$ cat config.mk
export PLATFORM = sky130hd
export DESIGN_NAME = ohlc_front
export DESIGN_NICKNAME = d
export VERILOG_FILES = /design/src/rtl/ohlc_pkg.sv /design/src/rtl/ohlc_front.sv
export SDC_FILE = /design/constraint.sdc
export NUM_CORES = 1
export LEC_CHECK = 0
export ABC_CLOCK_PERIOD_IN_PS = 40300
export BUFFER_PORTS_ARGS = -buffer_cell sky130_fd_sc_hd__buf_4
export CAP_MARGIN = 20
export CELL_PAD_IN_SITES_DETAIL_PLACEMENT = 1
export CELL_PAD_IN_SITES_GLOBAL_PLACEMENT = 1
export CORE_AREA = 2 2 203 205
export CTS_BUF_LIST = sky130_fd_sc_hd__clkbuf_2 sky130_fd_sc_hd__clkbuf_4 sky130_fd_sc_hd__clkbuf_8
export DETAILED_ROUTE_END_ITERATION = 10
export DIE_AREA = 0 0 205 207
export GPL_ROUTABILITY_DRIVEN = 1
export PLACE_DENSITY = 0.9
export SETUP_SLACK_MARGIN = 0.02
export SYNTH_ARGS = -nofsm -noshare
export SYNTH_HDL_FRONTEND = slang
export SYNTH_SLANG_ARGS = --single-unit
$ cat constraint.sdc
create_clock -name clk -period 40.3 [get_ports clk]
set_input_delay 4.03 -clock clk [delete_from_list [all_inputs] [get_ports clk]]
set_output_delay 4.03 -clock clk [all_outputs]
set_load 0.05 [all_outputs]
$ cat src/rtl/ohlc_pkg.sv
// shared types and constants for the ohlc bar aggregator
// no dependencies
package ohlc_pkg;

  localparam int SLOT_W  = 8;
  localparam int TIME_W  = 63;
  localparam int PRICE_W = 64;
  localparam int VOL_W   = 63;
  localparam int IV_W    = 50;
  localparam int TICK_W  = 32;
  localparam int WIDE_W  = 64;

  localparam int NUM_SLOTS_DEF = 256;
  localparam int MAX_TBL       = 256;
  localparam logic [IV_W-1:0]   IV_RESET = IV_W'(64'd60000000000);
  localparam logic [TICK_W-1:0] TICK_MAX = '1;

  typedef struct packed {
    logic [SLOT_W-1:0]         slot;
    logic [TIME_W-1:0]         gen_ns;
    logic [TIME_W-1:0]         quote_ns;
    logic signed [PRICE_W-1:0] trade_px;
    logic [VOL_W-1:0]          cum_volume;
  } item_t;

  typedef struct packed {
    logic [TICK_W-1:0]         tick;
    logic [WIDE_W-1:0]         base;
    logic [WIDE_W-1:0]         wvol;
    logic signed [PRICE_W-1:0] open_p;
    logic signed [PRICE_W-1:0] high_p;
    logic signed [PRICE_W-1:0] low_p;
    logic signed [PRICE_W-1:0] close_p;
  } bar_t;

  typedef struct packed {
    logic [WIDE_W-1:0] win_start;
    logic [WIDE_W-1:0] win_end;
    bar_t              bar;
  } tbl_t;

  typedef struct packed {
    logic [SLOT_W-1:0]         slot;
    logic [TIME_W-1:0]         stamp_time;
    logic [TIME_W-1:0]         window_start;
    logic [TIME_W-1:0]         window_end;
    logic signed [PRICE_W-1:0] open_price;
    logic signed [PRICE_W-1:0] high_price;
    logic signed [PRICE_W-1:0] low_price;
    logic signed [PRICE_W-1:0] close_price;
    logic signed [PRICE_W-1:0] bar_volume;
    logic [TICK_W-1:0]         ticks;
  } result_t;

  typedef enum logic [2:0] {
    ST_IDLE, ST_READ, ST_ALIGN, ST_EVAL, ST_EMIT, ST_GAP, ST_WRITE
  } seq_state_t;

endpackage

$ cat src/rtl/ohlc_front.sv
// input side: accepts quotes, drops slots beyond the table, two-entry queue
// depends on ohlc_pkg
module ohlc_front #(
  parameter int NUM_SLOTS = ohlc_pkg::NUM_SLOTS_DEF
) (
  input  logic                clk,
  input  logic                rst_n,
  input  logic                push,
  output logic                full,
  input  ohlc_pkg::item_t     in_item,
  output logic                q_valid,
  input  logic                q_pop,
  output ohlc_pkg::item_t     q_item
);
  import ohlc_pkg::*;

  item_t       buf_r [2];
  logic        wp_r, wp_nxt, rp_r, rp_nxt;
  logic [1:0]  cnt_r, cnt_nxt;
  logic        enq, deq;

  assign full    = (cnt_r == 2'd2);
  assign q_valid = (cnt_r != 2'd0);
  assign q_item  = buf_r[rp_r];
  // out of range slots are taken and discarded here
  assign enq     = push && !full && (32'(in_item.slot) < 32'(NUM_SLOTS));
  assign deq     = q_pop && q_valid;

  always_comb begin
    wp_nxt  = enq ? ~wp_r : wp_r;
    rp_nxt  = deq ? ~rp_r : rp_r;
    cnt_nxt = cnt_r + {1'b0, enq} - {1'b0, deq};
  end

  always_ff @(posedge clk) begin
    if (!rst_n) begin
      wp_r  <= 1'b0;
      rp_r  <= 1'b0;
      cnt_r <= 2'd0;
    end else begin
      wp_r  <= wp_nxt;
      rp_r  <= rp_nxt;
      cnt_r <= cnt_nxt;
    end
    if (enq) buf_r[wp_r] <= in_item;
  end

endmodule

==> impl_metrics.py, run 1 <==
metrics = {
    "clock_network": {
        "cts.sinks": 527,
        "cts-root-buf": "clkbuf_8",
        "cts_tree": "built",
        "cts_buffers": 84,
        "holdBufCountCts": 0,
        "clk_pin_slew_ns": 0.06,
        "post_cts_buffers": 0,
        "h-tree-depth": 3,
        "cts_resized": 0,
        "clk_path_buf_depth": 3,
        "worst_skew_pair.late_latency_ns": 0.65,
    },
    "timing": {
        "fin_crit_ns": 8.72,
        "period_share_pct": 21.6,
        "setup_viol_count_final": 0,
        "rsz0062_at_grt": "no",
        "finClkSkew_ns": 0.0232,
        "tns_ns": 0,
        "maxSlewViolCount": 0,
        "clock.fmax_mhz": 115,
        "setup_ws_ns": 31.58,
        "hold_violations": 0,
        "maxSlewHeadroom_pct": 26.6,
        "worst_pin_slew_ns": 1.10,
    },
    "route": {
        "drt_iter0_drc": 573,
        "routedWlPerCell_um": 26.5,
        "num_vias": 10492,
        "totalWireLength_mm": 54.1,
        "ant_nets": 0,
        "drcViolationCount": 0,
        "routed_via_density": 5.15,
        "drt-pass1-iter-count": 6,
    },
    "floorplanning": {
        "initial_utilization_pct": 49.2,
        "rows": 74,
        "die_w_um": 205,
        "die_area_mm2": 0.0424,
        "pin_count": 528,
        "core_mm2": 0.0404,
        "die_y_um": 207,
    },
    "job": {
        "drv_cap": 0,
    },
    "global_route": {
        "grt_overflow_total": 0,
        "grt_pass1_wl_mm": 77.2,
        "grt_usage_pct": 25.2,
        "grt_pass1_vias": 11819,
        "grt_max_degree": 81,
        "antenna_found_initial": 7,
    },
    "yosys": {
        "synth_top_family_by_area": "multiplexers",
        "synth.top_cell.area_share_pct": 79.0,
        "synthAdderAreaFrac_pct": 0.126,
        "synthTopCellsByCount": "edfxtp_1, mux2_4, mux2_2",
        "synth_edf_count": 522,
        "syn_area_mm2": 0.0198,
        "synth_most_common_cell": "edfxtp_1",
        "ys_seq_area_share_pct": 79.5,
        "syn-num-nets": 1105,
        "synthArstFlopShare_pct": 0,
        "synthTopCellsByArea": "edfxtp_1, mux2_4, mux2_2",
        "synthCells": 838,
        "synthSimpleGateAreaFrac_pct": 0.271,
        "yosys_warnings": 0,
        "synthMuxAreaShare_pct": 18.5,
        "synth_compound_area_share_pct": 0.0378,
        "synth-main-ff-cell": "edfxtp_1",
        "synth_xor_area_share_pct": 0.132,
        "yosys.area.top_type": "edfxtp_1",
        "ys_types": 18,
        "synth-seq-cells": 527,
        "syn_avg_cell_area_um2": 23.7,
    },
    "pwr": {
        "power_switching_mw": 0.695,
        "p_clk_share_pct": 24.3,
        "p_comb_share_pct": 37.2,
        "ir_drop_mv": 0.0562,
        "internal_power_mw": 1.18,
        "total_power_mw": 1.87,
        "leakagePower_nw": 10.1,
        "power_density_mw_per_mm2": 72.0,
        "p_sw_share_pct": 37.1,
        "p_seq_share_pct": 38.5,
    },
    "outcome": {
        "status": "complete, no violations",
    },
    "setup_path": {
        "cp_slowest_stage_delay_ns": 0.96,
        "worstPathCellList": "buf_4 > buf_4 > buf_4 > mux2_4 > buf_4",
        "critPathLaunchType": "flip-flop",
        "crit_top_cell": "buf_4",
        "arrival_ns": 4.69,
        "required_ns": 36.27,
        "end_kind": "primary output",
        "cp_max_fo": 60,
        "cpMaxStageDelayCell": "dfxtp_4",
        "crit_type": "flip-flop to primary output",
    },
    "cells_and_area": {
        "area_growth_pct": 31.1,
        "drive_above_1_share_pct": 62.9,
        "nNetsFinal": 1702,
    },
    "place": {
        "place.gp.congestion": 0.822,
        "port_buffers": 527,
        "pre_cts_slack_ns": 32.16,
        "dpl.hpwl_mm": 36.1,
    },
    "hold_path": {
        "hold_class": "flip-flop to flip-flop",
    },
}
[layout make-up]
type / count / area [µm²]
tap: 532 / 666
sequential: 527 / 15800
fill: 3514 / 14400
multi-input combinational: 279 / 3790
antenna: 6 / 15.0
timing repair buffer: 540 / 4100
clock inverter: 30 / 198
inverter: 3 / 11.3
clock buffer: 122 / 1450
[power by group through the flow]
stage	Clock, mW	Sequential, mW	Combinational (mW)
global route	0.488	0.728	0.718
finish	0.455	0.721	0.698
floorplan	0	0.742	0.514
detailed placement	0	0.733	0.693
global placement	0	0.725	0.678
CTS	0.467	0.723	0.697
[worst max-delay path: cells and delay by family (launching register included)]
kind	cells	cell delay, ns
buffers and inverters	4	2.63
muxes	1	0.36
DFF	1	0.96
[state kept, by name (all words and copies together) (netlist names), named ones only]
register,flops
wp_r,1
rp_r,1
cnt_r,2
buf_r,522
[layer usage]
layer  global-route usage [%]  up-vias  wire, µm
met1                     25.8     5285     18000
met2                     44.5      516     28600
met3                     8.59      132      4650
li1                         -     4555         -
met5                        0        -        23
met4                     14.1        4      2760
[per-stage QoR]
step	std cells	utilization (%)	instance area, µm²	hold slack (ns)
2_1_floorplan	838	-	19800	0.455
3_3_place_gp	1878	60.1	24300	0.497
3_5_place_dp	1878	60.1	24300	0.547
4_1_cts	2030	64.2	25900	0.565
5_1_grt	2037	64.4	26000	0.593
6_report	2039	64.4	26000	0.565
[placed cells by master, fill, tap and decap left out, types with 2 or more instances in the layout]
cell | Yosys | routed
buf_12 | 0 | 2
nand2_1 | 2 | 2
nand2b_1 | 2 | 2
nor2_1 | 4 | 3
mux2_4 | 190 | 190
xnor2_1 | 2 | 2
clkinv_2 | 0 | 10
clkinvlp_4 | 0 | 4
buf_4 | 0 | 537
diode_2 | 0 | 6
dfxtp_1 | 5 | 4
ha_1 | 2 | 2
clkbuf_8 | 0 | 86
mux2_2 | 71 | 71
clkbuf_4 | 0 | 36
clkinv_1 | 0 | 13
edfxtp_1 | 522 | 522
inv_1 | 3 | 3
bufinv_16 | 0 | 2
[logic make-up (layout without fill, tap and decap cells)]
kind of cell | Yosys count | count (layout)
other | 0 | 6
DFF | 527 | 527
AOI/OAI and AO/OA | 1 | 1
and+or+nand+nor | 11 | 11
muxes | 262 | 262
buffers and inverters | 32 | 695
xor gates and xnor gates | 3 | 3
adders and majority gates | 2 | 2
[worst paths after layout]
check,from,to,slack [ns],cells after the start
worst max-delay path,flip-flop,q_item[183],31.58,5
worst min-delay path,rp_r,flip-flop,0.57,2
worst max register to register,cnt_r[0],buf_r[1][203],36.85,4
worst min register to register,rp_r,flip-flop,0.57,2
No activity file was read; power rests on OpenSTA's default activity.
==> inputs of run 2 (changes only) <==
ABC_CLOCK_PERIOD_IN_PS = 7050   (was 40300)
CORE_AREA = default   (was 2 2 203 205)
CORE_ASPECT_RATIO = 1.1   (was default)
CORE_UTILIZATION = 42   (was default)
DIE_AREA = default   (was 0 0 205 207)
PLACE_DENSITY = 0.81   (was 0.9)
clock period = 7.05 ns   (was 40.3 ns; I/O delays follow)
==> run 2 against run 1 <==
Against the previous run: power rose to 5.7 times the previous value; first-iteration DRC count shrank 13%; register-to-register slack got worse by 33 ns; sequential power grew to 5.7 times the previous value; highest routed layer is now met4.
==> impl_metrics.py, run 2 (synthesis results as in run 1) <==
metrics = {
    "outcome": {
        "status": "complete, no violations",
    },
    "cells_and_area": {
        "final_util_pct": 56.0,
        "drive_above_1_share_pct": 62.6,
        "final_common_cell": "buf_4",
        "seq_area_mm2": 0.0158,
        "largest_register_ffs": 522,
        "area_growth_pct": 31.7,
        "multi_input_comb_area_mm2": 0.00379,
        "nNetsFinal": 1699,
        "reg_top3": "buf_r x522, cnt_r x2",
        "fillers": 4222,
        "layout_common_cells": "buf_4, edfxtp_1, mux2_4, clkbuf_8, mux2_2",
        "regMostFlops": "buf_r",
    },
    "timing": {
        "period_share_pct": 55.9,
        "worst_pin_slew_ns": 1.26,
        "hold_violations": 0,
        "setup_viol_count_final": 0,
        "maxSlewHeadroom_pct": 16.2,
        "maxSlewViolCount": 0,
        "clock.fmax_mhz": 254,
        "tns_ns": 0,
        "fin_crit_ns": 3.94,
        "finClkSkew_ns": 0.0230,
        "rsz0062_at_grt": "no",
    },
    "clock_network": {
        "cts_resized": 0,
        "cts.sinks": 527,
        "post_cts_buffers": 0,
        "worst_skew_pair.late_latency_ns": 0.66,
        "cts_tree": "built",
        "cts-root-buf": "clkbuf_8",
        "h-tree-depth": 3,
        "cts_buffers": 86,
        "clk_pin_slew_ns": 0.06,
        "holdBufCountCts": 0,
        "clk_path_buf_depth": 3,
    },
    "pwr": {
        "ir_drop_mv": 0.349,
        "power_density_mw_per_mm2": 411,
        "power_switching_mw": 3.91,
        "internal_power_mw": 6.83,
        "p_sw_share_pct": 36.4,
        "p_comb_share_pct": 36.9,
        "leakagePower_nw": 10.1,
        "p_clk_share_pct": 24.9,
        "p_seq_share_pct": 38.2,
    },
    "setup_path": {
        "cpMaxStageDelayCell": "dfxtp_4",
        "critPathLaunchType": "flip-flop",
        "r2r.worst_path.cells": 5,
        "path_buf_inv": 2,
        "required_ns": 6.34,
        "worstPathCellList": "buf_12 > mux2_2 > buf_4",
        "arrival_ns": 3.24,
        "cp_max_fo": 146,
        "end_kind": "primary output",
        "cp_slowest_stage_delay_ns": 0.94,
        "crit_type": "flip-flop to primary output",
        "cp_top_family": "flip-flops",
        "critical_path_cell_count": 3,
    },
    "route": {
        "routedWlPerCell_um": 23.2,
        "num_vias": 10226,
        "routed_via_density": 4.86,
        "drt-pass1-iter-count": 4,
        "drcViolationCount": 0,
        "drt_iter0_drc": 497,
        "totalWireLength_mm": 48.7,
        "ant_nets": 0,
    },
    "floorplanning": {
        "die_y_um": 230,
        "initial_utilization_pct": 42.6,
        "core_mm2": 0.0466,
        "die_w_um": 209,
        "die_area_mm2": 0.0481,
        "pin_count": 528,
        "rows": 83,
    },
    "job": {
        "drv_cap": 0,
    },
    "global_route": {
        "grt_pass1_vias": 11510,
        "antenna_found_initial": 5,
        "grt_max_degree": 147,
        "grt_overflow_total": 0,
        "grt_usage_pct": 19.8,
        "grt_pass1_wl_mm": 70.0,
    },
    "hold_path": {
        "hold_depth": 1,
        "hold_class": "input pin to flip-flop",
    },
    "place": {
        "port_buffers": 527,
        "place.gp.congestion": 0.766,
        "dpl.hpwl_mm": 32.8,
    },
}
[run 2: final cells by class]
class / instances / share of cell area, %
antenna: 7 / 0.0670
clock buffer: 120 / 5.60
clock inverter: 36 / 1.04
inverter: 3 / 0.0431
multi-input combinational: 279 / 14.5
sequential: 527 / 60.4
tap: 595 / 2.85
timing repair buffer: 535 / 15.5
[run 2: power by group through the flow]
stage                     registers (mW)  logic (mW)  clock network (mW)
after detailed placement            4.17        3.97                   0
after global placement              4.13        3.91                   0
final                               4.10        3.96                2.68
after CTS                           4.11        3.99                2.77
after global routing                4.14        4.08                2.88
after floorplan                     4.12        2.94                   0
[run 2: layer usage]
layer,up-vias,GRT usage (%),wire [µm]
met5,-,0,0
met4,0,11.7,2080
met3,97,7.35,4190
met2,424,35.4,26000
met1,5158,19.6,16500
li1,4547,-,-
[run 2: metrics by stage]
step	hold slack (ns)	setup slack, ns	cells	instance area [µm²]	power, mW
after floorplan	0.481	1.92	838	19900	7.06
after global placement	0.494	3.81	1939	24400	8.04
after detailed placement	0.530	3.77	1939	24400	8.14
after CTS	0.141	3.02	2095	26100	10.9
after global routing	0.170	2.93	2101	26100	11.1
final	0.225	3.11	2102	26100	10.7
[run 2: worst paths after layout]
path | startpoint | endpoint | slack, ns
hold reg to reg | wp_r | wp_r | 0.54
setup / recovery | flip-flop | q_item[15] | 3.11
hold / removal | in_item[34] | buf_r[0][34] | 0.22
setup reg to reg | cnt_r[0] | buf_r[0][232] | 3.90
[run 2: worst reg2reg max path, cell delays in order, from the launching register on]
cell and delay, ns:
dfxtp_1 0.37, nand2b_1 0.19, nand2_1 0.16, nor2_4 0.16
buf_12 0.50, buf_4 1.35
==> inputs of run 3 (changes only) <==
ABC_CLOCK_PERIOD_IN_PS = 3600   (was 7050)
clock period = 3.6 ns   (was 7.05 ns; I/O delays follow)
==> run 3 against run 2 <==
Against the previous run: the run now ends with design-rule violations left; global-route usage increased by 5.1 points; core utilization grew 5.7 points; worst setup slack got worse by 2.3 ns; routed wire length grew 25%; largest power group is now combinational cells; critical endpoint is now q_item[257].
==> impl_metrics.py, run 3 (synthesis results as in run 1) <==
metrics = {
    "cells_and_area": {
        "nNetsFinal": 1974,
        "largest_register_ffs": 522,
        "reg_top3": "buf_r x522, cnt_r x2",
        "drive_above_1_share_pct": 53.0,
        "area_growth_pct": 45.2,
        "fillers": 4079,
        "final_area_mm2": 0.0288,
        "regMostFlops": "buf_r",
        "layout_common_cells": "buf_4, edfxtp_1, dlygate4sd3_1, mux2_4, clkbuf_8",
        "final_common_cell": "buf_4",
    },
    "floorplanning": {
        "core_mm2": 0.0466,
        "die_area_mm2": 0.0481,
        "initial_utilization_pct": 42.6,
        "pin_count": 528,
        "die_w_um": 209,
        "rows": 83,
        "die_y_um": 230,
    },
    "route": {
        "drt_iter0_drc": 565,
        "routedWlPerCell_um": 25.6,
        "drcViolationCount": 4,
        "num_vias": 11631,
        "routed_via_density": 4.90,
        "ant_nets": 0,
        "drt-pass1-iter-count": 10,
        "totalWireLength_mm": 60.9,
    },
    "setup_path": {
        "arrival_ns": 2.42,
        "crit_top_cell": "buf_12",
        "required_ns": 3.24,
        "worstPathCellList": "buf_12 > buf_12 > mux2_4 > buf_4",
        "r2r.worst_path.cells": 3,
        "critical_path_cell_count": 4,
        "end_kind": "primary output",
        "cpMaxStageDelayCell": "dfxtp_4",
        "path_buf_inv": 3,
        "cp_slowest_stage_delay_ns": 0.55,
        "cp_max_fo": 43,
        "crit_type": "flip-flop to primary output",
        "critPathLaunchType": "flip-flop",
        "cp_top_family": "buffers and inverters",
        "reg2reg_from": "cnt_r[0]",
    },
    "clock_network": {
        "cts_resized": 0,
        "cts-root-buf": "clkbuf_8",
        "cts_tree": "built",
        "cts_buffers": 84,
        "h-tree-depth": 3,
        "clk_pin_slew_ns": 0.06,
        "worst_skew_pair.late_latency_ns": 0.65,
        "cts.sinks": 527,
        "clk_path_buf_depth": 3,
    },
    "place": {
        "placed_area_mm2": 0.0246,
        "place.gp.congestion": 0.810,
        "dpl.hpwl_mm": 34.1,
        "port_buffers": 527,
        "pre_cts_slack_ns": 1.47,
    },
    "timing": {
        "finClkSkew_ns": 0.0238,
        "setup_viol_count_final": 0,
        "maxSlewHeadroom_pct": 41.1,
        "setup_ws_ns": 0.823,
        "maxSlewViolCount": 0,
        "fin_crit_ns": 2.78,
        "period_share_pct": 77.1,
        "clock.fmax_mhz": 360,
        "rsz0062_at_grt": "no",
        "hold_violations": 0,
        "worst_pin_slew_ns": 0.884,
    },
    "global_route": {
        "grt_max_degree": 133,
        "grt_usage_pct": 25.0,
        "antenna_found_initial": 7,
        "grt_pass1_vias": 13315,
        "grt_pass1_wl_mm": 87.0,
        "grt_overflow_total": 0,
    },
    "outcome": {
        "violations": "design-rule violations",
        "status": "finished with violations",
    },
    "hold_path": {
        "hold_class": "input pin to flip-flop",
        "hp-start": "q_pop",
        "hold_depth": 4,
    },
    "pwr": {
        "power_density_mw_per_mm2": 743,
        "ir_drop_mv": 0.482,
        "leakagePower_nw": 11.2,
    },
    "job": {
        "drv_cap": 0,
    },
}
-- run 3: cell count changes in the layout (fill, tap and decap cells not counted), moves of 2 or more --
cell,before,now
buf_4,532,541
clkbuf_4,30,27
dlygate4sd3_1,0,263
clkinv_1,17,28
clkinvlp_4,2,0
clkbuf_8,90,86
clkinv_2,11,5
bufinv_16,4,2
buf_12,3,8
-- run 3: repair_timing --
action	4_1_cts	5_1_grt
endpoints found under the setup margin	0	0
endpoints found under the hold margin	527	0
hold buffers	263	0
buffers inserted	0	0
-- run 3: area by class of cell --
class | count | area, µm² | area share, %
Antenna cell | 8 | 20.0 | 0.0695
Clock buffer | 113 | 1390 | 4.81
Clock inverter | 37 | 208 | 0.721
Inverter | 3 | 11.3 | 0.0391
Multi-Input combinational cell | 279 | 3800 | 13.2
Sequential cell | 527 | 15800 | 54.8
Tap cell | 595 | 744 | 2.58
Timing Repair Buffer | 812 | 6850 | 23.8
-- run 3: routing by layer --
metal,up-vias,GRT usage [%],routed length (µm)
li1,5091,-,-
met1,5927,25.4,20900
met2,487,47.1,33900
met3,126,5.46,3410
met4,0,13.5,2650
met5,-,0,0
-- run 3: per-stage QoR --
stage | setup TNS [ns] | hold WS [ns] | instances | util [%] | power (mW)
finish | 0 | 0.180 | 2374 | 61.8 | 21.4
global route | 0 | 0.169 | 2373 | 61.8 | 22.0
CTS | 0 | 0.101 | 2366 | 61.7 | 21.2
detailed placement | 0 | 0.507 | 1953 | 52.7 | 16.0
global placement | 0 | 0.496 | 1953 | 52.7 | 15.8
floorplan | -441.73 | 0.459 | 838 | - | 13.8
-- run 3: worst register-to-register path, stage by stage, from the launching register on --
cell	delay (ns)
dfxtp_2	0.36
nand2b_4	0.16
and3_4	0.63
buf_12	0.40
-- run 3: worst paths after layout --
| path | endpoint | slack, ns |
|---|---|---|
| worst max-delay path | q_item[257] | 0.82 |
| worst min-delay path | flip-flop | 0.18 |
| worst max register to register | buf_r[1][208] | 1.64 |
| worst min register to register | flip-flop | 0.53 |
-- run 3: power by group --
group          leakage (nW)  internal, mW  switching, mW  total, mW
Clock                 0.843          2.64           2.47       5.11
Combinational          5.48          2.96           5.31       8.27
Sequential             4.92          7.72          0.306       8.03
Total                  11.2          13.3           8.09       21.4
